### src/rtl/res_pkg.sv
`timescale 1ns / 1ps
// ----------------------------------------------------------------------------
// res_pkg: shared types and constants of the relative error integral servo
//
// Field widths, register indexes, status codes, controller states and the
// fixed-point constants of the servo loop.
// ----------------------------------------------------------------------------
package res_pkg;

    // Field widths.
    localparam int VAL_W   = 16;
    localparam int STAT_W  = 3;
    localparam int IDX_W   = 3;
    localparam int LIM_W   = 8;
    localparam int MATCH_W = 2;

    // Divider: numerator is |diff| (16 bits) scaled by 2^14.
    localparam int ERR_FRAC  = 14;
    localparam int QUO_W     = VAL_W + ERR_FRAC;
    localparam int DIV_CNT_W = $clog2(QUO_W + 1);

    // Serial multiplier: one multiplier bit per cycle.
    localparam int MUL_CNT_W = $clog2(VAL_W);
    localparam int PROD_W    = 2 * VAL_W;
    localparam int MUL_ACC_W = VAL_W + 2;

    // Drive step: product of Q8.8 gain and Q2.14 error, scaled to Q10.12.
    localparam int STEP_SHIFT = 10;
    localparam int STEP_W     = PROD_W - STEP_SHIFT;
    localparam int SUM_W      = STEP_W + 1;
    localparam logic signed [STEP_W-1:0] STEP_CAP = STEP_W'(205);

    localparam logic [MATCH_W-1:0] REQUIRED_MATCHES = MATCH_W'(3);
    localparam logic [MATCH_W-1:0] MATCH_MAX        = MATCH_W'(3);
    localparam logic [LIM_W-1:0]   ATTEMPT_MAX      = LIM_W'(255);

    localparam logic signed [VAL_W-1:0] ERR_POS_SAT = 16'sh7FFF;
    localparam logic signed [VAL_W-1:0] ERR_NEG_SAT = 16'sh8000;

    // Configuration register indexes.
    typedef enum logic [IDX_W-1:0] {
        REG_SET_POINT     = 3'd0,
        REG_TOLERANCE     = 3'd1,
        REG_LOOP_GAIN     = 3'd2,
        REG_DRIVE_MIN     = 3'd3,
        REG_DRIVE_MAX     = 3'd4,
        REG_MONITOR_ONLY  = 3'd5,
        REG_ATTEMPT_LIMIT = 3'd6
    } reg_idx_t;

    // Request kinds.
    localparam logic REQ_START  = 1'b0;
    localparam logic REQ_SAMPLE = 1'b1;

    // Result status codes.
    typedef enum logic [STAT_W-1:0] {
        STAT_IDLE      = 3'd0,
        STAT_RUNNING   = 3'd1,
        STAT_CONVERGED = 3'd2,
        STAT_FAILED    = 3'd3,
        STAT_MON_OK    = 3'd4,
        STAT_MON_DRIFT = 3'd5
    } status_t;

    // Controller states.
    typedef enum logic [4:0] {
        S_IDLE = 5'b00001,
        S_DIV  = 5'b00010,
        S_EVAL = 5'b00100,
        S_MUL  = 5'b01000,
        S_DONE = 5'b10000
    } fsm_t;

endpackage

### src/rtl/res_if.sv
`timescale 1ns / 1ps
// ----------------------------------------------------------------------------
// res_if: handshake channels of the relative error integral servo
//
// Request, response and configuration write channels, each with valid and
// ready; a beat moves when both are high at a rising clock edge.
// ----------------------------------------------------------------------------
interface res_req_if;
    import res_pkg::*;
    logic                    valid;
    logic                    ready;
    logic                    req_type;
    logic signed [VAL_W-1:0] initial_drive;
    logic signed [VAL_W-1:0] measured_value;

    modport source (output valid, output req_type, output initial_drive,
                    output measured_value, input ready);
    modport sink   (input valid, input req_type, input initial_drive,
                    input measured_value, output ready);
endinterface

interface res_rsp_if;
    import res_pkg::*;
    logic                    valid;
    logic                    ready;
    logic signed [VAL_W-1:0] drive_out;
    logic [STAT_W-1:0]       status;
    logic signed [VAL_W-1:0] relative_error;

    modport source (output valid, output drive_out, output status,
                    output relative_error, input ready);
    modport sink   (input valid, input drive_out, input status,
                    input relative_error, output ready);
endinterface

interface res_cfg_if;
    import res_pkg::*;
    logic             valid;
    logic             ready;
    logic [IDX_W-1:0] index;
    logic [VAL_W-1:0] data;

    modport source (output valid, output index, output data, input ready);
    modport sink   (input valid, input index, input data, output ready);
endinterface

### src/rtl/res_div.sv
`timescale 1ns / 1ps
// ----------------------------------------------------------------------------
// res_div: bit-serial restoring divider
//
// Divides (num << 14) by den, both unsigned, one quotient bit per cycle.
// done pulses for one cycle when quo holds the result.
// ----------------------------------------------------------------------------
module res_div
    import res_pkg::*;
(
    input  logic             clk,
    input  logic             rst_n,
    input  logic             start,
    input  logic [VAL_W-1:0] num,
    input  logic [VAL_W-1:0] den,
    output logic             done,
    output logic [QUO_W-1:0] quo
);

    logic                 busy_reg, busy_next;
    logic                 done_reg, done_next;
    logic [DIV_CNT_W-1:0] cnt_reg, cnt_next;
    logic [QUO_W-1:0]     num_reg, num_next;
    logic [QUO_W-1:0]     quo_reg, quo_next;
    logic [VAL_W-1:0]     rem_reg, rem_next;
    logic [VAL_W-1:0]     den_reg, den_next;
    logic [VAL_W-1:0]     trial;
    logic                 fits;

    // The remainder stays below den, so its top bit is free for the shift.
    assign trial = {rem_reg[VAL_W-2:0], num_reg[QUO_W-1]};
    assign fits  = (trial >= den_reg);

    // One restoring step per cycle.
    always_comb
    begin
        busy_next = busy_reg;
        done_next = 1'b0;
        cnt_next  = cnt_reg;
        num_next  = num_reg;
        quo_next  = quo_reg;
        rem_next  = rem_reg;
        den_next  = den_reg;
        if (start)
        begin
            busy_next = 1'b1;
            cnt_next  = '0;
            num_next  = {num, {ERR_FRAC{1'b0}}};
            rem_next  = '0;
            den_next  = den;
        end
        else if (busy_reg)
        begin
            num_next = {num_reg[QUO_W-2:0], 1'b0};
            quo_next = {quo_reg[QUO_W-2:0], fits};
            rem_next = fits ? (trial - den_reg) : trial;
            cnt_next = cnt_reg + 1'b1;
            if (cnt_reg == DIV_CNT_W'(QUO_W - 1))
            begin
                busy_next = 1'b0;
                done_next = 1'b1;
            end
        end
    end

    // Control registers.
    always_ff @(posedge clk or negedge rst_n)
    begin
        if (!rst_n)
        begin
            busy_reg <= 1'b0;
            done_reg <= 1'b0;
            cnt_reg  <= '0;
        end
        else
        begin
            busy_reg <= busy_next;
            done_reg <= done_next;
            cnt_reg  <= cnt_next;
        end
    end

    // Datapath registers.
    always_ff @(posedge clk)
    begin
        num_reg <= num_next;
        quo_reg <= quo_next;
        rem_reg <= rem_next;
        den_reg <= den_next;
    end

    assign done = done_reg;
    assign quo  = quo_reg;

endmodule

### src/rtl/res_mul.sv
`timescale 1ns / 1ps
// ----------------------------------------------------------------------------
// res_mul: bit-serial signed multiplier
//
// Shift-add multiplication of two signed 16-bit values, one multiplier bit
// per cycle; the sign bit of the multiplier subtracts. done pulses for one
// cycle when prod holds the 32-bit product.
// ----------------------------------------------------------------------------
module res_mul
    import res_pkg::*;
(
    input  logic                     clk,
    input  logic                     rst_n,
    input  logic                     start,
    input  logic signed [VAL_W-1:0]  mcand,
    input  logic signed [VAL_W-1:0]  mplier,
    output logic                     done,
    output logic signed [PROD_W-1:0] prod
);

    logic                        busy_reg, busy_next;
    logic                        done_reg, done_next;
    logic [MUL_CNT_W-1:0]        cnt_reg, cnt_next;
    logic signed [MUL_ACC_W-1:0] hi_reg, hi_next;
    logic [VAL_W-1:0]            lo_reg, lo_next;
    logic signed [MUL_ACC_W-1:0] mc_reg, mc_next;
    logic signed [MUL_ACC_W-1:0] addend;
    logic signed [MUL_ACC_W-1:0] sum;
    logic                        last;

    assign last = (cnt_reg == MUL_CNT_W'(VAL_W - 1));

    // Add or subtract the multiplicand for the current multiplier bit.
    always_comb
    begin
        if (!lo_reg[0])
        begin
            addend = '0;
        end
        else if (last)
        begin
            addend = -mc_reg;
        end
        else
        begin
            addend = mc_reg;
        end
        sum = hi_reg + addend;
    end

    // Shift the partial product right by one bit each cycle.
    always_comb
    begin
        busy_next = busy_reg;
        done_next = 1'b0;
        cnt_next  = cnt_reg;
        hi_next   = hi_reg;
        lo_next   = lo_reg;
        mc_next   = mc_reg;
        if (start)
        begin
            busy_next = 1'b1;
            cnt_next  = '0;
            hi_next   = '0;
            lo_next   = mplier;
            mc_next   = MUL_ACC_W'(mcand);
        end
        else if (busy_reg)
        begin
            hi_next  = {sum[MUL_ACC_W-1], sum[MUL_ACC_W-1:1]};
            lo_next  = {sum[0], lo_reg[VAL_W-1:1]};
            cnt_next = cnt_reg + 1'b1;
            if (last)
            begin
                busy_next = 1'b0;
                done_next = 1'b1;
            end
        end
    end

    // Control registers.
    always_ff @(posedge clk or negedge rst_n)
    begin
        if (!rst_n)
        begin
            busy_reg <= 1'b0;
            done_reg <= 1'b0;
            cnt_reg  <= '0;
        end
        else
        begin
            busy_reg <= busy_next;
            done_reg <= done_next;
            cnt_reg  <= cnt_next;
        end
    end

    // Datapath registers.
    always_ff @(posedge clk)
    begin
        hi_reg <= hi_next;
        lo_reg <= lo_next;
        mc_reg <= mc_next;
    end

    assign done = done_reg;
    assign prod = {hi_reg[VAL_W-1:0], lo_reg};

endmodule

### src/rtl/relative_error_integral_servo.sv
`timescale 1ns / 1ps
// A start beat, or a sample while the servo is idle, goes straight to the response; a sample
// in a running servo passes the serial divider, and the serial multiplier too when the drive
// moves; a zero set point skips the divider. One beat is processed at a time, so a new beat
// is taken in the cycle after the result is loaded, and a response not yet taken holds the
// next result back. Reset restores the default registers and stops the servo.
// ----------------------------------------------------------------------------
// relative_error_integral_servo: integral servo with settle detection
//
// Forms the relative error of each sample against the set point, counts consecutive
// in-tolerance samples, and otherwise steps the drive by the loop gain times the error,
// with an upper step cap and a drive clamp; monitor-only mode just reports drift.
// ----------------------------------------------------------------------------
module relative_error_integral_servo
    import res_pkg::*;
(
    input  logic       clk,
    input  logic       rst_n,
    res_req_if.sink    req,
    res_rsp_if.source  rsp,
    res_cfg_if.sink    cfg
);

    // Configuration registers.
    logic signed [VAL_W-1:0] set_point_reg;
    logic [VAL_W-1:0]        tolerance_reg;
    logic signed [VAL_W-1:0] loop_gain_reg;
    logic signed [VAL_W-1:0] drive_min_reg;
    logic signed [VAL_W-1:0] drive_max_reg;
    logic                    monitor_only_reg;
    logic [LIM_W-1:0]        attempt_limit_reg;

    // Servo state.
    fsm_t                    state_reg, state_next;
    logic signed [VAL_W-1:0] drive_reg, drive_next;
    logic [MATCH_W-1:0]      match_reg, match_next;
    logic [LIM_W-1:0]        attempt_reg, attempt_next;
    logic                    running_reg, running_next;

    // Working registers of one beat.
    logic                    diff_neg_reg, diff_neg_next;
    logic signed [VAL_W-1:0] err_reg, err_next;
    logic signed [VAL_W-1:0] st_drive_reg, st_drive_next;
    status_t                 st_status_reg, st_status_next;
    logic signed [VAL_W-1:0] st_err_reg, st_err_next;

    // Output register.
    logic                    out_valid_reg, out_valid_next;
    logic signed [VAL_W-1:0] out_drive_reg;
    logic [STAT_W-1:0]       out_status_reg;
    logic signed [VAL_W-1:0] out_err_reg;
    logic                    out_load;

    // Arithmetic units.
    logic                     div_start, div_done;
    logic [VAL_W-1:0]         div_num, div_den;
    logic [QUO_W-1:0]         div_quo;
    logic                     mul_start, mul_done;
    logic signed [PROD_W-1:0] mul_prod;

    // Combinational helpers.
    logic signed [VAL_W:0]    diff;
    logic [VAL_W-1:0]         abs_diff;
    logic signed [VAL_W:0]    sp_ext;
    logic [VAL_W-1:0]         sp_mag;
    logic signed [VAL_W-1:0]  err_sat;
    logic [VAL_W:0]           err_mag;
    logic                     in_tol;
    logic [LIM_W-1:0]         lim;
    logic [LIM_W-1:0]         att_inc;
    logic [MATCH_W-1:0]       match_inc;
    logic signed [STEP_W-1:0] step_raw;
    logic signed [STEP_W-1:0] step_capped;
    logic signed [SUM_W-1:0]  drive_sum;
    logic signed [VAL_W-1:0]  drive_stepped;
    logic signed [VAL_W-1:0]  drive_start;

    // Clamp to the drive range; when the range is empty, values below the lower bound take it and all others the upper.
    function automatic logic signed [VAL_W-1:0] clamp_drive(
        input logic signed [SUM_W-1:0] v,
        input logic signed [VAL_W-1:0] lo,
        input logic signed [VAL_W-1:0] hi
    );
        logic signed [VAL_W-1:0] r;
        if (v < SUM_W'(lo))
        begin
            r = lo;
        end
        else if (v > SUM_W'(hi))
        begin
            r = hi;
        end
        else
        begin
            r = v[VAL_W-1:0];
        end
        return r;
    endfunction

    // Configuration writes; indexes beyond the list are dropped.
    assign cfg.ready = 1'b1;

    always_ff @(posedge clk or negedge rst_n)
    begin
        if (!rst_n)
        begin
            set_point_reg     <= 16'sd4096;
            tolerance_reg     <= 16'd655;
            loop_gain_reg     <= 16'sd256;
            drive_min_reg     <= 16'sh8000;
            drive_max_reg     <= 16'sh7FFF;
            monitor_only_reg  <= 1'b0;
            attempt_limit_reg <= 8'd100;
        end
        else if (cfg.valid)
        begin
            unique case (cfg.index)
                REG_SET_POINT:     set_point_reg     <= cfg.data;
                REG_TOLERANCE:     tolerance_reg     <= cfg.data;
                REG_LOOP_GAIN:     loop_gain_reg     <= cfg.data;
                REG_DRIVE_MIN:     drive_min_reg     <= cfg.data;
                REG_DRIVE_MAX:     drive_max_reg     <= cfg.data;
                REG_MONITOR_ONLY:  monitor_only_reg  <= cfg.data[0];
                REG_ATTEMPT_LIMIT: attempt_limit_reg <= cfg.data[LIM_W-1:0];
                default:           ;
            endcase
        end
    end

    // Difference and set point magnitude for the divider.
    always_comb
    begin
        sp_ext   = {set_point_reg[VAL_W-1], set_point_reg};
        diff     = sp_ext - {req.measured_value[VAL_W-1], req.measured_value};
        abs_diff = diff[VAL_W] ? VAL_W'(-diff) : diff[VAL_W-1:0];
        sp_mag   = set_point_reg[VAL_W-1] ? VAL_W'(-sp_ext) : set_point_reg;
    end

    assign div_num = abs_diff;
    assign div_den = sp_mag;

    // Saturate and sign the quotient.
    always_comb
    begin
        if (diff_neg_reg)
        begin
            if (div_quo > QUO_W'(32768))
            begin
                err_sat = ERR_NEG_SAT;
            end
            else
            begin
                err_sat = VAL_W'(-div_quo[VAL_W:0]);
            end
        end
        else
        begin
            if (div_quo > QUO_W'(32767))
            begin
                err_sat = ERR_POS_SAT;
            end
            else
            begin
                err_sat = div_quo[VAL_W-1:0];
            end
        end
    end

    // Tolerance test and counter increments.
    always_comb
    begin
        err_mag   = err_reg[VAL_W-1] ? (VAL_W+1)'(-{err_reg[VAL_W-1], err_reg})
                                     : (VAL_W+1)'(err_reg);
        in_tol    = ({err_mag, 2'b00} < (VAL_W+3)'(tolerance_reg));
        lim       = (attempt_limit_reg == '0) ? LIM_W'(1) : attempt_limit_reg;
        att_inc   = (attempt_reg == ATTEMPT_MAX) ? attempt_reg : attempt_reg + 1'b1;
        match_inc = (match_reg == MATCH_MAX) ? match_reg : match_reg + 1'b1;
    end

    // Drive step from the product: floor divide by 2^10 and cap above.
    always_comb
    begin
        step_raw      = mul_prod[PROD_W-1:STEP_SHIFT];
        step_capped   = (step_raw > STEP_CAP) ? STEP_CAP : step_raw;
        drive_sum     = SUM_W'(drive_reg) + SUM_W'(step_capped);
        drive_stepped = clamp_drive(drive_sum, drive_min_reg, drive_max_reg);
        drive_start   = clamp_drive(SUM_W'(req.initial_drive),
                                    drive_min_reg, drive_max_reg);
    end

    assign req.ready = (state_reg == S_IDLE);
    assign out_load  = (state_reg == S_DONE) && (!out_valid_reg || rsp.ready);

    // Sequencer.
    always_comb
    begin
        state_next     = state_reg;
        drive_next     = drive_reg;
        match_next     = match_reg;
        attempt_next   = attempt_reg;
        running_next   = running_reg;
        diff_neg_next  = diff_neg_reg;
        err_next       = err_reg;
        st_drive_next  = st_drive_reg;
        st_status_next = st_status_reg;
        st_err_next    = st_err_reg;
        div_start      = 1'b0;
        mul_start      = 1'b0;

        unique case (state_reg)
            S_IDLE:
            begin
                if (req.valid)
                begin
                    if (req.req_type == REQ_START)
                    begin
                        drive_next     = drive_start;
                        match_next     = '0;
                        attempt_next   = '0;
                        running_next   = 1'b1;
                        st_drive_next  = drive_start;
                        st_status_next = STAT_RUNNING;
                        st_err_next    = '0;
                        state_next     = S_DONE;
                    end
                    else if (!running_reg)
                    begin
                        st_drive_next  = drive_reg;
                        st_status_next = STAT_IDLE;
                        st_err_next    = '0;
                        state_next     = S_DONE;
                    end
                    else if (sp_mag == '0)
                    begin
                        // Zero set point: the error goes straight to its limit, or to zero when the sample is zero too.
                        if (diff[VAL_W])
                        begin
                            err_next = ERR_NEG_SAT;
                        end
                        else if (diff != '0)
                        begin
                            err_next = ERR_POS_SAT;
                        end
                        else
                        begin
                            err_next = '0;
                        end
                        state_next = S_EVAL;
                    end
                    else
                    begin
                        diff_neg_next = diff[VAL_W];
                        div_start     = 1'b1;
                        state_next    = S_DIV;
                    end
                end
            end

            S_DIV:
            begin
                if (div_done)
                begin
                    err_next   = err_sat;
                    state_next = S_EVAL;
                end
            end

            S_EVAL:
            begin
                st_drive_next = drive_reg;
                st_err_next   = err_reg;
                if (monitor_only_reg)
                begin
                    running_next   = 1'b0;
                    st_status_next = in_tol ? STAT_MON_OK : STAT_MON_DRIFT;
                    state_next     = S_DONE;
                end
                else if (in_tol)
                begin
                    attempt_next = att_inc;
                    match_next   = match_inc;
                    if (match_inc >= REQUIRED_MATCHES)
                    begin
                        running_next   = 1'b0;
                        st_status_next = STAT_CONVERGED;
                    end
                    else if (att_inc >= lim)
                    begin
                        running_next   = 1'b0;
                        st_status_next = STAT_FAILED;
                    end
                    else
                    begin
                        st_status_next = STAT_RUNNING;
                    end
                    state_next = S_DONE;
                end
                else
                begin
                    attempt_next = att_inc;
                    match_next   = '0;
                    mul_start    = 1'b1;
                    state_next   = S_MUL;
                end
            end

            S_MUL:
            begin
                if (mul_done)
                begin
                    drive_next    = drive_stepped;
                    st_drive_next = drive_stepped;
                    if (attempt_reg >= lim)
                    begin
                        running_next   = 1'b0;
                        st_status_next = STAT_FAILED;
                    end
                    else
                    begin
                        st_status_next = STAT_RUNNING;
                    end
                    state_next = S_DONE;
                end
            end

            S_DONE:
            begin
                if (out_load)
                begin
                    state_next = S_IDLE;
                end
            end

            default:
            begin
                state_next = S_IDLE;
            end
        endcase
    end

    // Output valid flag.
    always_comb
    begin
        out_valid_next = out_valid_reg;
        if (rsp.ready)
        begin
            out_valid_next = 1'b0;
        end
        if (out_load)
        begin
            out_valid_next = 1'b1;
        end
    end

    // Control registers.
    always_ff @(posedge clk or negedge rst_n)
    begin
        if (!rst_n)
        begin
            state_reg     <= S_IDLE;
            drive_reg     <= '0;
            match_reg     <= '0;
            attempt_reg   <= '0;
            running_reg   <= 1'b0;
            out_valid_reg <= 1'b0;
        end
        else
        begin
            state_reg     <= state_next;
            drive_reg     <= drive_next;
            match_reg     <= match_next;
            attempt_reg   <= attempt_next;
            running_reg   <= running_next;
            out_valid_reg <= out_valid_next;
        end
    end

    // Payload registers.
    always_ff @(posedge clk)
    begin
        diff_neg_reg  <= diff_neg_next;
        err_reg       <= err_next;
        st_drive_reg  <= st_drive_next;
        st_status_reg <= st_status_next;
        st_err_reg    <= st_err_next;
        if (out_load)
        begin
            out_drive_reg  <= st_drive_reg;
            out_status_reg <= st_status_reg;
            out_err_reg    <= st_err_reg;
        end
    end

    assign rsp.valid          = out_valid_reg;
    assign rsp.drive_out      = out_drive_reg;
    assign rsp.status         = out_status_reg;
    assign rsp.relative_error = out_err_reg;

    // Serial divider for the relative error.
    res_div u_div (
        .clk   (clk),
        .rst_n (rst_n),
        .start (div_start),
        .num   (div_num),
        .den   (div_den),
        .done  (div_done),
        .quo   (div_quo)
    );

    // Serial multiplier for the drive step.
    res_mul u_mul (
        .clk    (clk),
        .rst_n  (rst_n),
        .start  (mul_start),
        .mcand  (loop_gain_reg),
        .mplier (err_reg),
        .done   (mul_done),
        .prod   (mul_prod)
    );

endmodule
### src/flat_wrapper.sv
// flat-port wrapper written by rule: the top's interface ports become plain ports
module relative_error_integral_servo_flat import res_pkg::*;
  (clk, rst_n, req_valid, req_req_type, req_initial_drive, req_measured_value, req_ready, rsp_valid, rsp_drive_out, rsp_status, rsp_relative_error, rsp_ready, cfg_valid, cfg_index, cfg_data, cfg_ready);
  res_req_if req_i ();
  res_rsp_if rsp_i ();
  res_cfg_if cfg_i ();
  input  logic clk;
  input  logic rst_n;
  input wire logic [$bits(req_i.valid)-1:0] req_valid;
  input wire logic [$bits(req_i.req_type)-1:0] req_req_type;
  input wire logic [$bits(req_i.initial_drive)-1:0] req_initial_drive;
  input wire logic [$bits(req_i.measured_value)-1:0] req_measured_value;
  output wire logic [$bits(req_i.ready)-1:0] req_ready;
  output wire logic [$bits(rsp_i.valid)-1:0] rsp_valid;
  output wire logic [$bits(rsp_i.drive_out)-1:0] rsp_drive_out;
  output wire logic [$bits(rsp_i.status)-1:0] rsp_status;
  output wire logic [$bits(rsp_i.relative_error)-1:0] rsp_relative_error;
  input wire logic [$bits(rsp_i.ready)-1:0] rsp_ready;
  input wire logic [$bits(cfg_i.valid)-1:0] cfg_valid;
  input wire logic [$bits(cfg_i.index)-1:0] cfg_index;
  input wire logic [$bits(cfg_i.data)-1:0] cfg_data;
  output wire logic [$bits(cfg_i.ready)-1:0] cfg_ready;
  assign req_i.valid = req_valid;
  assign req_i.req_type = req_req_type;
  assign req_i.initial_drive = req_initial_drive;
  assign req_i.measured_value = req_measured_value;
  assign req_ready = req_i.ready;
  assign rsp_valid = rsp_i.valid;
  assign rsp_drive_out = rsp_i.drive_out;
  assign rsp_status = rsp_i.status;
  assign rsp_relative_error = rsp_i.relative_error;
  assign rsp_i.ready = rsp_ready;
  assign cfg_i.valid = cfg_valid;
  assign cfg_i.index = cfg_index;
  assign cfg_i.data = cfg_data;
  assign cfg_ready = cfg_i.ready;
  relative_error_integral_servo u_core (.clk(clk), .rst_n(rst_n), .req(req_i), .rsp(rsp_i), .cfg(cfg_i));
endmodule
### config.mk
export PLATFORM = sky130hd
export DESIGN_NAME = relative_error_integral_servo_flat
export DESIGN_NICKNAME = d
export VERILOG_FILES = /design/src/rtl/res_pkg.sv /design/src/rtl/res_if.sv /design/src/rtl/res_div.sv /design/src/rtl/res_mul.sv /design/src/rtl/relative_error_integral_servo.sv /design/src/flat_wrapper.sv
export SDC_FILE = /design/constraint.sdc
export NUM_CORES = 1
export LEC_CHECK = 0
export ABC_CLOCK_PERIOD_IN_PS = 8300
export BUFFER_PORTS_ARGS = -buffer_cell sky130_fd_sc_hd__buf_4
export CAP_MARGIN = 20
export CORE_AREA = 8 8 223 268
export CTS_BUF_LIST = sky130_fd_sc_hd__clkbuf_8
export DETAILED_ROUTE_END_ITERATION = 8
export DIE_AREA = 0 0 231 276
export PLACE_DENSITY = 0.61
export SLEW_MARGIN = 20
export SYNTH_ARGS = -nofsm -noshare
export SYNTH_HDL_FRONTEND = slang
export SYNTH_SLANG_ARGS = --single-unit
### constraint.sdc
create_clock -name clk -period 8.3 [get_ports clk]
set_input_delay 0.83 -clock clk [delete_from_list [all_inputs] [get_ports clk]]
set_output_delay 0.83 -clock clk [all_outputs]
set_load 0.05 [all_outputs]
**Word level (Yosys, flattened, before mapping)**

Index checks and enable logic that the tools add are counted.

- Bitwise logic cells: 2
- Reduce and logical (&&, ||, !) cells: 31
- Mux-type cells: 106
- Equality and inequality tests: 28
- Add/sub/neg operators: 13
- Magnitude comparators: 12

Operators by type and width:

| cell | count |
|---|---|
| 16-bit two-way mux | 26 |
| 16-bit one-hot mux with 2 select lines | 3 |
| 30-bit two-way mux | 2 |
| 5-bit two-way mux | 10 |
| 16-bit negation | 3 |
| 16-bit one-hot mux with 3 select lines | 1 |
| 8-bit two-way mux | 5 |
| 18-bit two-way mux | 2 |
| 1-bit two-way mux | 31 |
| 30-bit by 15-bit greater-than comparator with 1-bit output, second input constant | 1 |
| 30-bit by 16-bit greater-than comparator with 1-bit output, second input constant | 1 |
| 15-bit two-way mux | 2 |
| 5-bit one-hot mux with 5 select lines | 1 |
| 3-bit two-way mux | 8 |
| 16-bit by 22-bit adder with 23-bit output | 1 |
| 23-bit by 16-bit greater-than comparator with 1-bit output | 1 |
| 23-bit by 16-bit < comparator with 1-bit output | 1 |
| 22-bit by 9-bit greater-than comparator with 1-bit output, second input constant | 1 |
| 22-bit two-way mux | 1 |
| 19-bit by 16-bit < comparator with 1-bit output | 1 |
| 17-bit by 18-bit adder with 18-bit output | 1 |
| 16-bit negation with 18-bit output | 1 |
| 17-bit two-way mux | 1 |
| 17-bit negation | 1 |
| 49 further kinds | 86 |

- Output and inout bits: 38
- Register bits: 348
- Logic and storage cells: 226
- Input bits: 57

**Logic depth before layout (Yosys ltp)**

Gate-level depths: netlist of run 1.

- Depth in word-level cells: 10
- Depth in mapped cells: 26
- Gate-level depth less buffers: 25

**Cells and area by module**

Synthesis of run 1 repeated with hierarchy kept, for this count alone.

- Cells, all modules: 2268
- Area, all modules: 22701.8 um^2

Modules (own cells, without submodules):

| module | sequential area each (um^2) | times used | cells each | area an instance (um^2) |
|---|---|---|---|---|
| relative_error_integral_servo | 5700.5 | 1 | 1633 | 15348.5 |
| res_div | 2337.2 | 1 | 305 | 3888.7 |
| res_mul | 1451.4 | 1 | 330 | 3464.6 |

**Worst setup path after synthesis of run 1**

OpenSTA, ideal clock, no wires.

- Kind: reg-to-reg
- Start: reg u_core.u_mul.hi_reg[5]
- End: reg u_core.st_drive_reg[15], data pin
- Data arrival time: 6090 ps
- Clock period less this slack: 6359 ps
- Stages on the path, launching flop included: 27
- Setup time: 269 ps
- Data required time: 8031 ps
- Path buffers: 1
- Slack: 1941 ps
- Cells stage by stage: dfxtp_1 > or4_1 > nor3_1 > a41o_1 > nand2b_1 > ha_1 > fa_1 > a21o_1 > a21oi_1 > o21ai_0 > a2111o_1 > and2_1 > a2111oi_0 > o21bai_1 > a21o_1 > xor2_1 > ha_1 > a21o_1 > a21o_1 > a21oi_1 > o21ai_0 > a211o_1 > mux2i_1 > buf_2 > nor2_1 > a211oi_1 > o211ai_1

- Cells in the longest elaborated chain, start to end: 8
- Elaborated cells between the ends (all ways): 9
- Classes of those cells: add/sub: 1; order compare: 3; mux: 5

Ends and longest elaborated chain:

| element | RTL line | source |
|---|---|---|
| from (decl) | res_mul.sv:24 | `logic signed [MUL_ACC_W-1:0] hi_reg, hi_next;` |
| from (signal assigned) | res_mul.sv:101 | `hi_reg <= hi_next;` |
| 22-bit by 9-bit greater-than comparator with 1-bit output | relative_error_integral_servo.sv:184 | `step_capped = (step_raw > STEP_CAP) ? STEP_CAP : step_raw;` |
| 22-bit two-way mux * | relative_error_integral_servo.sv:184 |  |
| 16-bit by 22-bit adder with 23-bit output * | relative_error_integral_servo.sv:185 | `drive_sum = SUM_W'(drive_reg) + SUM_W'(step_capped);` |
| 23-bit by 16-bit greater-than comparator with 1-bit output | relative_error_integral_servo.sv:89 | `else if (v > SUM_W'(hi))` |
| 16-bit two-way mux | relative_error_integral_servo.sv:89 |  |
| 16-bit two-way mux * | relative_error_integral_servo.sv:85 | `if (v < SUM_W'(lo))` |
| 16-bit two-way mux * | relative_error_integral_servo.sv:309 | `if (mul_done)` |
| 16-bit one-hot mux with 3 select lines * | relative_error_integral_servo.sv:210 | `unique case (state_reg)` |
| via u_core.st_drive_next[15] | relative_error_integral_servo.sv:43 | `logic signed [VAL_W-1:0] st_drive_reg, st_drive_next;` |
| to (signal assigned) | relative_error_integral_servo.sv:383 | `st_drive_reg <= st_drive_next;` |
| to (decl) | relative_error_integral_servo.sv:43 |  |

The timed path passes the listed nets; every way through them passes the cells marked *. The select of a mux whose other input is x is not followed.
A chain may end at the register's enable or synchronous reset.

**Worst setup path in the final report of run 1**

- Start: reg u_core.u_mul.hi_reg[5]
- End: reg u_core.st_drive_reg[3], data pin

Same word-level chain as after synthesis.

==> reports/qor.yml, run 1 <==
root_buffer: "clkbuf_8"
synthesis.area_um2: 21900
die_h_um: 276
grt_most_used_layer: "met2"
worst_ep_required_time_ns: 8.68
status: "complete, no violations"
setup_tns_ns: 0
critPathTopFamily: "compound AO/OA/AOI/OAI gates"
cp_slowest_cell: "or4_1"
ir_drop_v: 0.000171
yosys.area.top_type: "edfxtp_1"
cts_hold_buf: 0
cts_buffer_depth: 3
worst-setup-path-type: "reg2reg"
drtPass1Iterations: 7
h-tree-depth: 2
grt_pass1_vias: 17070
synth_ff_type: "edfxtp_1"
crit_path_frequent_cell: "a21o_1"
fin_util_pct: 44.7
yosysUniqueCellTypes: 83
synth_edf_count: 181
cts_tree: "yes"
grt_use_met2_pct: 31.5
syn2layout_area_growth_pct: 12.8
rsz0062_at_grt: "false"
slew_violations: 0
drc_errors: 0
die-width_um: 231
slowest_delay_ns: 0.52
cts-resized-gates: 0
seq_area_frac_synth_pct: 43.3
period_share_pct: 85.3
r2r-end: "u_core.st_drive_reg[3]"
io_pins: 95
clock_sinks: 348
fp-row-count: 95
grt_first_pass_wirelength_um: 91500
worstSetupStartpointType: "register"
worst-path-buf-inv: 2
gr-total-overflow: 0
cts_inserted_buffers: 57
synthArstFlopShare_pct: 38.8
dpl_cell_area_um2: 23500
r2r_slack_ns: 1.22
synthMostInstantiatedCell: "ha_1"
netlist_top_cells_count: "ha_1, edfxtp_1, nor2_1, nand2_1, o21ai_0"
synth.top_cells.by_area: "edfxtp_1, dfrtp_1, ha_1"
finalHoldViolCount: 0
worstReg2RegStart: "u_core.u_mul.hi_reg[5]"
post_drt_wl_per_cell_um: 18.6
rr_worst_depth: 26
worst_pin_slew_ns: 0.971
fmax_mhz: 141
gp_congestion: 0.870
relSlewSlack_pct: 35.1
drive_above_1_share_pct: 14.9
synth_warnings: 0
syn_nets: 2441
cp.arrival_ns: 7.46
p_leak_nw: 10.4
clock_latency_ns: 0.67
synth_top_cell_area_share_pct: 24.8
design_area_um2: 24700
antenna_found_initial: 3
globalRouteTotalUtil_pct: 17.6
met3_usage_pct: 2.98
core_area_um2: 55400
viasPerCell: 5.48
powerDensity_nw_per_um2: 325
wl_um: 57100
cts_setup_buffers: 0
clkTransAtPathRegs_ns: 0.06
avgSynthCellArea_um2: 10.0
grt_max_degree: 70
dieArea_um2: 63800
syn-instance-count: 2193
vias: 16803
post-route-min-period_ns: 7.08
hold_path_class: "in2async"
grtUsageMet1_pct: 21.1
ys_ff_latch: 348
dp_hpwl_um: 43100
final_nets: 2535
finalSetupViolCount: 0
portBuffers: 93
ant_nets: 0
max_cap_violations: 0
drt_iter0_drc: 1099
largest_reg_flops: 30
fin_skew_ns: 0.0315
cp-end-kind: "register"
start_util_pct: 39.6
crit_fanout: 18
-- routing by layer --
metal  part of all wire [%]  vias up
li1                       -     8204
met1                     43     8155
met2                     50      352
met3                    4.3       90
met4                    2.9        2
met5                  0.021        -
-- final cells by class --
cell class | instances | area [µm²]
Fill cell | 5294 | 30600
Multi-Input combinational cell | 1626 | 11700
Sequential cell | 348 | 9490
Clock buffer | 73 | 1000
Tap cell | 727 | 910
Timing Repair Buffer | 114 | 860
Inverter | 140 | 526
Clock inverter | 35 | 283
Antenna cell | 1 | 2.50
-- worst max-delay path by stage --
| stage | from | end | slack, ns | cells after the start |
|---|---|---|---|---|
| 6_report | u_core.u_mul.hi_reg[5] | u_core.st_drive_reg[3] | 1.22 | 26 |
| 5_1_grt | u_core.u_mul.hi_reg[5] | u_core.st_drive_reg[6] | 0.81 | 26 |
| 4_1_cts | u_core.u_mul.hi_reg[5] | u_core.st_drive_reg[3] | 1.20 | 26 |
| 3_5_place_dp | u_core.u_mul.hi_reg[5] | u_core.st_drive_reg[8] | 1.25 | 25 |
| 3_3_place_gp | u_core.u_mul.hi_reg[5] | u_core.st_drive_reg[6] | 1.42 | 27 |
| 2_1_floorplan | u_core.u_mul.hi_reg[5] | u_core.st_drive_reg[15] | 1.94 | 26 |
-- power breakdown --
group | internal [W] | leakage (nW) | switching [W]
registers | 0.00243 | 3.59 | 0.000361
clock network | 0.000924 | 0.731 | 0.000750
logic | 0.00145 | 6.07 | 0.00213
-- layout by cell type (no fill, tap or decap), drive strengths merged, types with 48 or more instances in the layout --
| cell | synthesis | routed |
|---|---|---|
| ha | 187 | 187 |
| edfxtp | 181 | 181 |
| nor2 | 162 | 162 |
| inv | 140 | 160 |
| o21ai | 156 | 156 |
| nand2 | 151 | 151 |
| buf | 16 | 114 |
| a21oi | 110 | 110 |
| dfrtp | 107 | 107 |
| mux2 | 93 | 93 |
| xnor2 | 82 | 82 |
| clkbuf | 63 | 73 |
| a21o | 69 | 69 |
| o211ai | 56 | 56 |
| nor3 | 52 | 52 |
| and2 | 48 | 48 |
-- cells by family after synthesis --
| group | Yosys count | share of synthesized area, % |
|---|---|---|
| other | 1 | 0.0171 |
| multiplexers | 131 | 6.51 |
| AND/OR/NAND/NOR | 634 | 14.4 |
| adder cells (fa/ha/maj) | 191 | 11.0 |
| XOR/XNOR | 109 | 4.39 |
| buffers and inverters | 219 | 3.87 |
| flip-flops | 348 | 43.3 |
| AO/OA/AOI/OAI | 560 | 16.5 |
-- through the flow --
step	cells	total power, W	setup WS, ns	hold WS, ns
2_1_floorplan	2193	0.00535	1.94	0.400
3_3_place_gp	2955	0.00629	1.42	0.405
3_5_place_dp	2955	0.00639	1.25	0.405
4_1_cts	3063	0.00810	1.20	0.162
5_1_grt	3064	0.00863	0.805	0.180
6_report	3064	0.00804	1.22	0.165
Power figures use the tool's default switching activity.
==> inputs of run 2 (changes only) <==
--- a/config.mk
+++ b/config.mk
@@ -5,13 +5,14 @@
 export SDC_FILE = /design/constraint.sdc
 export NUM_CORES = 1
 export LEC_CHECK = 0
+export ABC_AREA = 1
 export ABC_CLOCK_PERIOD_IN_PS = 8300
 export BUFFER_PORTS_ARGS = -buffer_cell sky130_fd_sc_hd__buf_4
 export CAP_MARGIN = 20
-export CORE_AREA = 8 8 223 268
-export CTS_BUF_LIST = sky130_fd_sc_hd__clkbuf_8
+export CORE_AREA = 8 8 229 274
+export CTS_BUF_LIST = sky130_fd_sc_hd__clkbuf_2 sky130_fd_sc_hd__clkbuf_4 sky130_fd_sc_hd__clkbuf_8
 export DETAILED_ROUTE_END_ITERATION = 8
-export DIE_AREA = 0 0 231 276
+export DIE_AREA = 0 0 237 282
 export PLACE_DENSITY = 0.61
 export SLEW_MARGIN = 20
 export SYNTH_ARGS = -nofsm -noshare
==> reports/qor.yml, run 2 <==
r2r_slack_ns: 2.20  # +0.98 ns
worst_pin_slew_ns: 1.04  # +0.0667 ns
antenna_found_initial: 4  # +1
rsz0062_at_grt: "false"
fin_util_pct: 44.1  # -0.56 points
final_cell_mix: "nand2_1, inv_1, nand3_1, o21ai_0, nor2_1"
drive_above_1_share_pct: 10.8  # -4.2 points
cts-resized-gates: 0  # unchanged
io_pins: 95  # unchanged
rr_worst_depth: 34  # +31%
setup_tns_ns: 0  # unchanged
fin_skew_ns: 0.0600  # +0.0285 ns
h-tree-depth: 2  # unchanged
mostFrequentLayoutCell: "nand2_1"
drc_errors: 0  # unchanged
wl_um: 65000  # +14%
drtPass1Iterations: 5  # -2
clkTransAtPathRegs_ns: 0.07  # about the same
ys_ff_latch: 348  # unchanged
worstSetupStartpointType: "register"
status: "complete, no violations"
cp_slowest_cell: "nand2_1"
ant_nets: 0  # unchanged
period_share_pct: 73.5  # -12 points
ir_drop_v: 0.000195  # +14%
fin_cells: 3846  # +26%
netlist_top_cells_count: "nand2_1, inv_1, nand3_1, o21ai_0, nor2_1"
avgSynthCellArea_um2: 7.78  # -22%
fp-row-count: 97  # +2.1%
cp.arrival_ns: 6.56  # -0.90 ns
gr-total-overflow: 0  # unchanged
cts_inserted_buffers: 59  # +3.5%
start_util_pct: 39.6  # about the same
slew_violations: 0  # unchanged
grt_pass1_vias: 18899  # +11%
finalSetupViolCount: 0  # unchanged
worstReg2RegStart: "u_core.u_mul.lo_reg[11]"
max_cap_violations: 0  # unchanged
p_leak_nw: 12.6  # +22%
drt_iter0_drc: 1465  # +33%
globalRouteTotalUtil_pct: 19.3  # +1.6 points
post_drt_wl_per_cell_um: 16.9  # -9.4%
cts_hold_buf: 0  # unchanged
synthesis.area_um2: 23000  # +5.0%
portBuffers: 93  # unchanged
syn_nets: 3210  # +32%
final_nets: 3298  # +30%
core_area_um2: 58100  # +5.0%
syn2layout_area_growth_pct: 11.4
cts_setup_buffers: 0  # unchanged
path_depth: 34  # +31%
design_area_um2: 25600  # +3.6%
powerDensity_nw_per_um2: 378  # +16%
layout_setup_ws_ns: 2.20  # +0.983 ns
syn-instance-count: 2962  # +35%
worst-setup-path-type: "reg2reg"
finalHoldViolCount: 0  # unchanged
critPathTopFamily: "simple AND/OR/NAND/NOR gates"
crit_end: "u_core.st_drive_reg[11]"
dp_cells: 3731  # +26%
fillers: 5859  # +11%
largest_reg_flops: 30  # unchanged
yosys.area.top_type: "edfxtp_1"
fmax_mhz: 164  # +16%
relSlewSlack_pct: 30.8  # -4.3 points
dpl_cell_area_um2: 24400  # +3.9%
grt_max_degree: 80  # +14%
yosysUniqueCellTypes: 59  # -29%
critPathLaunch: "u_core.u_mul.lo_reg[11]"
synth_edf_count: 181  # unchanged
vias: 19504  # +16%
clock_latency_ns: 0.71  # +0.04 ns
slowest_delay_ns: 0.74  # +0.22 ns
dieArea_um2: 66800  # +4.8%
synth_top_cell_area_share_pct: 23.6  # -1.2 points
gp_congestion: 0.925  # +6.3%
synth_warnings: 0  # unchanged
grt_first_pass_wirelength_um: 103000  # +12%
clock_sinks: 348  # unchanged
dp_hpwl_um: 49300  # +14%
seq_area_frac_synth_pct: 41.2  # -2.1 points
worst_ep_required_time_ns: 8.76  # +0.08 ns
synthMostInstantiatedCell: "nand2_1"
synthArstFlopShare_pct: 38.8  # unchanged
root_buffer: "clkbuf_8"
die_h_um: 282  # +2.2%
cts_buffer_depth: 3  # unchanged
crit_path_frequent_cell: "nand2_1"
hold_path_class: "in2async"
post-route-min-period_ns: 6.10  # -0.983 ns
crit_fanout: 17  # -1
synth.top_cells.by_area: "edfxtp_1, nand2_1, dfrtp_1"
place_ws_ns: 2.17  # +0.917 ns
synth_ff_type: "edfxtp_1"
r2r-end: "u_core.st_drive_reg[11]"
multi_input_area_um2: 11600  # -0.39%
cts_tree: "yes"
seq_area_um2: 9490  # unchanged
worst-path-buf-inv: 4  # +2
die-width_um: 237  # +2.6%
cp-end-kind: "register"
viasPerCell: 5.07  # -7.5%
run 2: changes by cell type in the layout (fill, tap and decap cells not counted), sizes merged, moves of 62 or more:
cell	before	now
xnor2	82	20
o21ai	156	240
mux2	93	0
nand2	151	852
nand3	41	227
a21o	69	7
inv	160	413
run 2: kinds of logic after synthesis:
logic type | count (synthesis) | share of synthesized area [%]
and+or+nand+nor | 1410 | 26.4
buffers and inverters | 487 | 8.43
AOI/OAI and AO/OA | 442 | 10.2
DFF | 348 | 41.2
adders and majority gates | 191 | 10.5
xor gates and xnor gates | 83 | 3.19
other | 1 | 0.0163
run 2: worst min-delay path by stage:
stage	cells past startpoint	to	startpoint	slack, ns
6_report	1	u_core.u_mul.cnt_reg[3]	rst_n	0.18
5_1_grt	1	u_core.u_mul.cnt_reg[2]	rst_n	0.21
4_1_cts	1	u_core.u_mul.cnt_reg[2]	rst_n	0.18
3_5_place_dp	0	u_core.rsp.relative_error[8]	u_core.st_err_reg[8]	0.41
3_3_place_gp	0	u_core.rsp.relative_error[13]	u_core.st_err_reg[13]	0.40
2_1_floorplan	0	u_core.rsp.drive_out[0]	u_core.st_drive_reg[0]	0.40
run 2: area by class of cell:
class | count | area share [%]
Antenna cell | 3 | 0.0293
Clock buffer | 85 | 4.15
Clock inverter | 27 | 0.824
Inverter | 411 | 6.01
Multi-Input combinational cell | 2127 | 45.3
Sequential cell | 348 | 37.0
Tap cell | 742 | 3.62
Timing Repair Buffer | 103 | 3.03
run 2: layer usage:
metal	up-vias	global-route usage, %	part of all wire [%]	wire, µm
met5	-	0	0	0
met4	0	8.66	4.4	2870
met3	147	3.06	5.3	3440
met2	497	34.1	49	31600
met1	8932	22.8	42	27000
li1	9928	-	-	-
run 2: where the power goes:
part,internal (W),total (W),switching (W)
registers,0.00253,0.00295,0.000420
clock network,0.000899,0.00167,0.000769
logic,0.00169,0.00507,0.00338
run 2: per-stage QoR:
| stage | total power [W] | hold WS (ns) |
|---|---|---|
| 6_report | 0.00968 | 0.175 |
| 5_1_grt | 0.0105 | 0.206 |
| 4_1_cts | 0.00971 | 0.180 |
| 3_5_place_dp | 0.00801 | 0.405 |
| 3_3_place_gp | 0.00796 | 0.403 |
| 2_1_floorplan | 0.00663 | 0.400 |
==> inputs of run 3 (changes only) <==
--- a/config.mk
+++ b/config.mk
@@ -5,15 +5,15 @@
 export SDC_FILE = /design/constraint.sdc
 export NUM_CORES = 1
 export LEC_CHECK = 0
-export ABC_AREA = 1
-export ABC_CLOCK_PERIOD_IN_PS = 8300
+export ABC_AREA = 0
+export ABC_CLOCK_PERIOD_IN_PS = 5200
 export BUFFER_PORTS_ARGS = -buffer_cell sky130_fd_sc_hd__buf_4
 export CAP_MARGIN = 20
-export CORE_AREA = 8 8 229 274
+export CORE_AREA = 8 8 223 268
 export CTS_BUF_LIST = sky130_fd_sc_hd__clkbuf_2 sky130_fd_sc_hd__clkbuf_4 sky130_fd_sc_hd__clkbuf_8
 export DETAILED_ROUTE_END_ITERATION = 8
-export DIE_AREA = 0 0 237 282
-export PLACE_DENSITY = 0.61
+export DIE_AREA = 0 0 231 276
+export PLACE_DENSITY = 0.63
 export SLEW_MARGIN = 20
 export SYNTH_ARGS = -nofsm -noshare
 export SYNTH_HDL_FRONTEND = slang
==> constraint.sdc (replaced) <==
create_clock -name clk -period 5.2 [get_ports clk]
set_input_delay 0.52 -clock clk [delete_from_list [all_inputs] [get_ports clk]]
set_output_delay 0.52 -clock clk [all_outputs]
set_load 0.05 [all_outputs]
==> reports/qor.yml, run 3 (synthesis results as in run 1) <==
clock_latency_ns: 0.69  # -0.02 ns
fp-row-count: 95  # -2.1%
powerDensity_nw_per_um2: 536  # +42%
worst_ep_required_time_ns: 5.55  # -3.21 ns
worst-setup-path-type: "reg2reg"
drt_iter0_drc: 1289  # -12%
syn2layout_area_growth_pct: 17.7
finalSetupViolCount: 32  # +32
rr_worst_depth: 26  # -24%
max_cap_violations: 0  # unchanged
post-route-min-period_ns: 6.04  # -0.0561 ns
grt_pass1_vias: 17503  # -7.4%
cts_buffer_depth: 3  # unchanged
crit_path_frequent_cell: "a21o_1"
drc_errors: 0  # unchanged
hold_path_class: "in2reg"
ir_drop_v: 0.000255  # +31%
gr-total-overflow: 0  # unchanged
globalRouteTotalUtil_pct: 17.8  # -1.4 points
dpl_cell_area_um2: 24300  # about the same
slew_violations: 0  # unchanged
post_drt_wl_per_cell_um: 18.4  # +9.0%
io_pins: 95  # unchanged
final_nets: 2651  # -20%
cts_tree: "yes"
antenna_found_initial: 2  # -2
fmax_mhz: 166  # +0.93%
finalHoldViolCount: 0  # unchanged
design_area_um2: 25800  # +0.61%
drtPass1Iterations: 7  # +2
die_h_um: 276  # -2.1%
cp.arrival_ns: 6.39  # -0.17 ns
cp_slowest_cell: "or4_4"
total_power_w: 0.0138  # +43%
slowest_delay_ns: 0.53  # -0.21 ns
clkTransAtPathRegs_ns: 0.06  # about the same
status: "complete, but fails checks"
core_area_um2: 55400  # -4.7%
hold_depth: 2
viasPerCell: 5.48  # +8.1%
fin_skew_ns: 0.0565  # -0.00347 ns
wl_um: 58500  # -9.9%
final_cell_mix: "buf_4, ha_1, edfxtp_1, nor2_1, nand2_1"
min_from: "req_valid"
p_leak_nw: 10.9  # -13%
portBuffers: 93  # unchanged
relSlewSlack_pct: 36.7  # +5.9 points
cts_inserted_buffers: 56  # -5.1%
gp_congestion: 0.889  # -3.9%
dieArea_um2: 63800  # -4.6%
grt_first_pass_wirelength_um: 92700  # -9.7%
violations: "negative setup slack"
ant_nets: 0  # unchanged
worstSetupStartpointType: "register"
clock_sinks: 348  # unchanged
critPathLaunch: "u_core.u_mul.hi_reg[5]"
crit_fanout: 7  # -10
period_share_pct: 116  # +43 points
dp_hpwl_um: 44700  # -9.3%
start_util_pct: 39.6  # about the same
root_buffer: "clkbuf_8"
setup_tns_ns: -23.09  # -23.09 ns
largest_reg_flops: 30  # unchanged
h-tree-depth: 2  # unchanged
drive_above_1_share_pct: 20.2  # +9.4 points
dp_cells: 3064  # -18%
fin_cells: 3179  # -17%
vias: 17422  # -11%
die-width_um: 231  # -2.5%
grt_max_degree: 86  # +7.5%
rsz0062_at_grt: "true"
cp-end-kind: "register"
worst_pin_slew_ns: 0.949  # -0.0880 ns
worstReg2RegStart: "u_core.u_mul.hi_reg[5]"
layout_setup_ws_ns: -0.842  # -3.04 ns
mostFrequentLayoutCell: "buf_4"
==> run 3: cell types whose count changed in the layout (fill, tap and decap cells not counted), moves of 41 or more <==
| cell | before | now |
|---|---|---|
| and2_1 | 0 | 47 |
| nand2_1 | 821 | 150 |
| a21oi_1 | 147 | 106 |
| o211ai_1 | 5 | 55 |
| inv_1 | 395 | 140 |
| nand3_1 | 215 | 41 |
| o21ai_0 | 214 | 139 |
| xnor2_1 | 20 | 82 |
| nand2b_1 | 0 | 41 |
| a21o_1 | 7 | 69 |
| mux2_2 | 0 | 79 |
| buf_4 | 102 | 225 |
==> run 3: timing repair <==
action	4_1_cts	5_1_grt
buffers inserted	4	2
hold endpoints to repair	73	0
gates resized for setup	5	13
pin swaps	4	6
setup endpoints to repair	32	32
hold buffers	2	0
==> run 3: final cells by class <==
cell class	count	area (µm²)
diodes	1	2.50
clock buffers	79	993
clock inverters	27	327
fillers	5225	29600
inverters	140	526
multi-input cells	1626	11800
flip-flops and latches	348	9490
well taps	727	910
repair buffers	231	1760
==> run 3: critical path, delay by kind of cell, from the launching register on <==
| family | cells | cell delay, ns |
|---|---|---|
| muxes | 2 | 0.46 |
| xor gates and xnor gates | 1 | 0.16 |
| buffers and inverters | 1 | 0.19 |
| AOI/OAI and AO/OA | 15 | 2.84 |
| DFF | 1 | 0.32 |
| adders and majority gates | 3 | 0.83 |
| and+or+nand+nor | 4 | 0.96 |
==> run 3: power by group <==
| group | switching [W] | total (W) | leakage [nW] | internal, W |
|---|---|---|---|---|
| combinational | 0.00361 | 0.00662 | 6.66 | 0.00301 |
| sequential | 0.000595 | 0.00447 | 3.59 | 0.00387 |
| clock | 0.00120 | 0.00275 | 0.681 | 0.00155 |
| total | 0.00540 | 0.0138 | 10.9 | 0.00844 |
==> run 3: worst paths after layout <==
kind	to	slack, ns
worst max-delay path	u_core.st_drive_reg[11]	-0.84
max in group asynchronous	u_core.drive_reg[11]	3.43
worst min-delay path	u_core.state_reg[0]	0.09
worst min register to register	u_core.rsp.drive_out[11]	0.42
worst max register to register	u_core.st_drive_reg[11]	-0.84
min in group asynchronous	u_core.u_div.cnt_reg[0]	0.49
==> run 3: stage by stage <==
step | hold slack (ns) | setup slack [ns] | utilization (%)
floorplan | 0.224 | -0.530 | -
global placement | 0.404 | -0.805 | 43.9
detailed placement | 0.405 | -0.940 | 43.9
CTS | 0.0364 | -0.904 | 46.5
global route | 0.0532 | -1.13 | 46.6
finish | 0.0855 | -0.842 | 46.6
==> run 3: per-layer routing <==
layer	part of all wire, %	vias to the layer above	track usage (%)
li1	-	8436	-
met2	51	448	31.8
met5	0.022	-	0
met1	41	8425	21.2
met4	3.3	2	7.04
met3	5.1	111	2.63
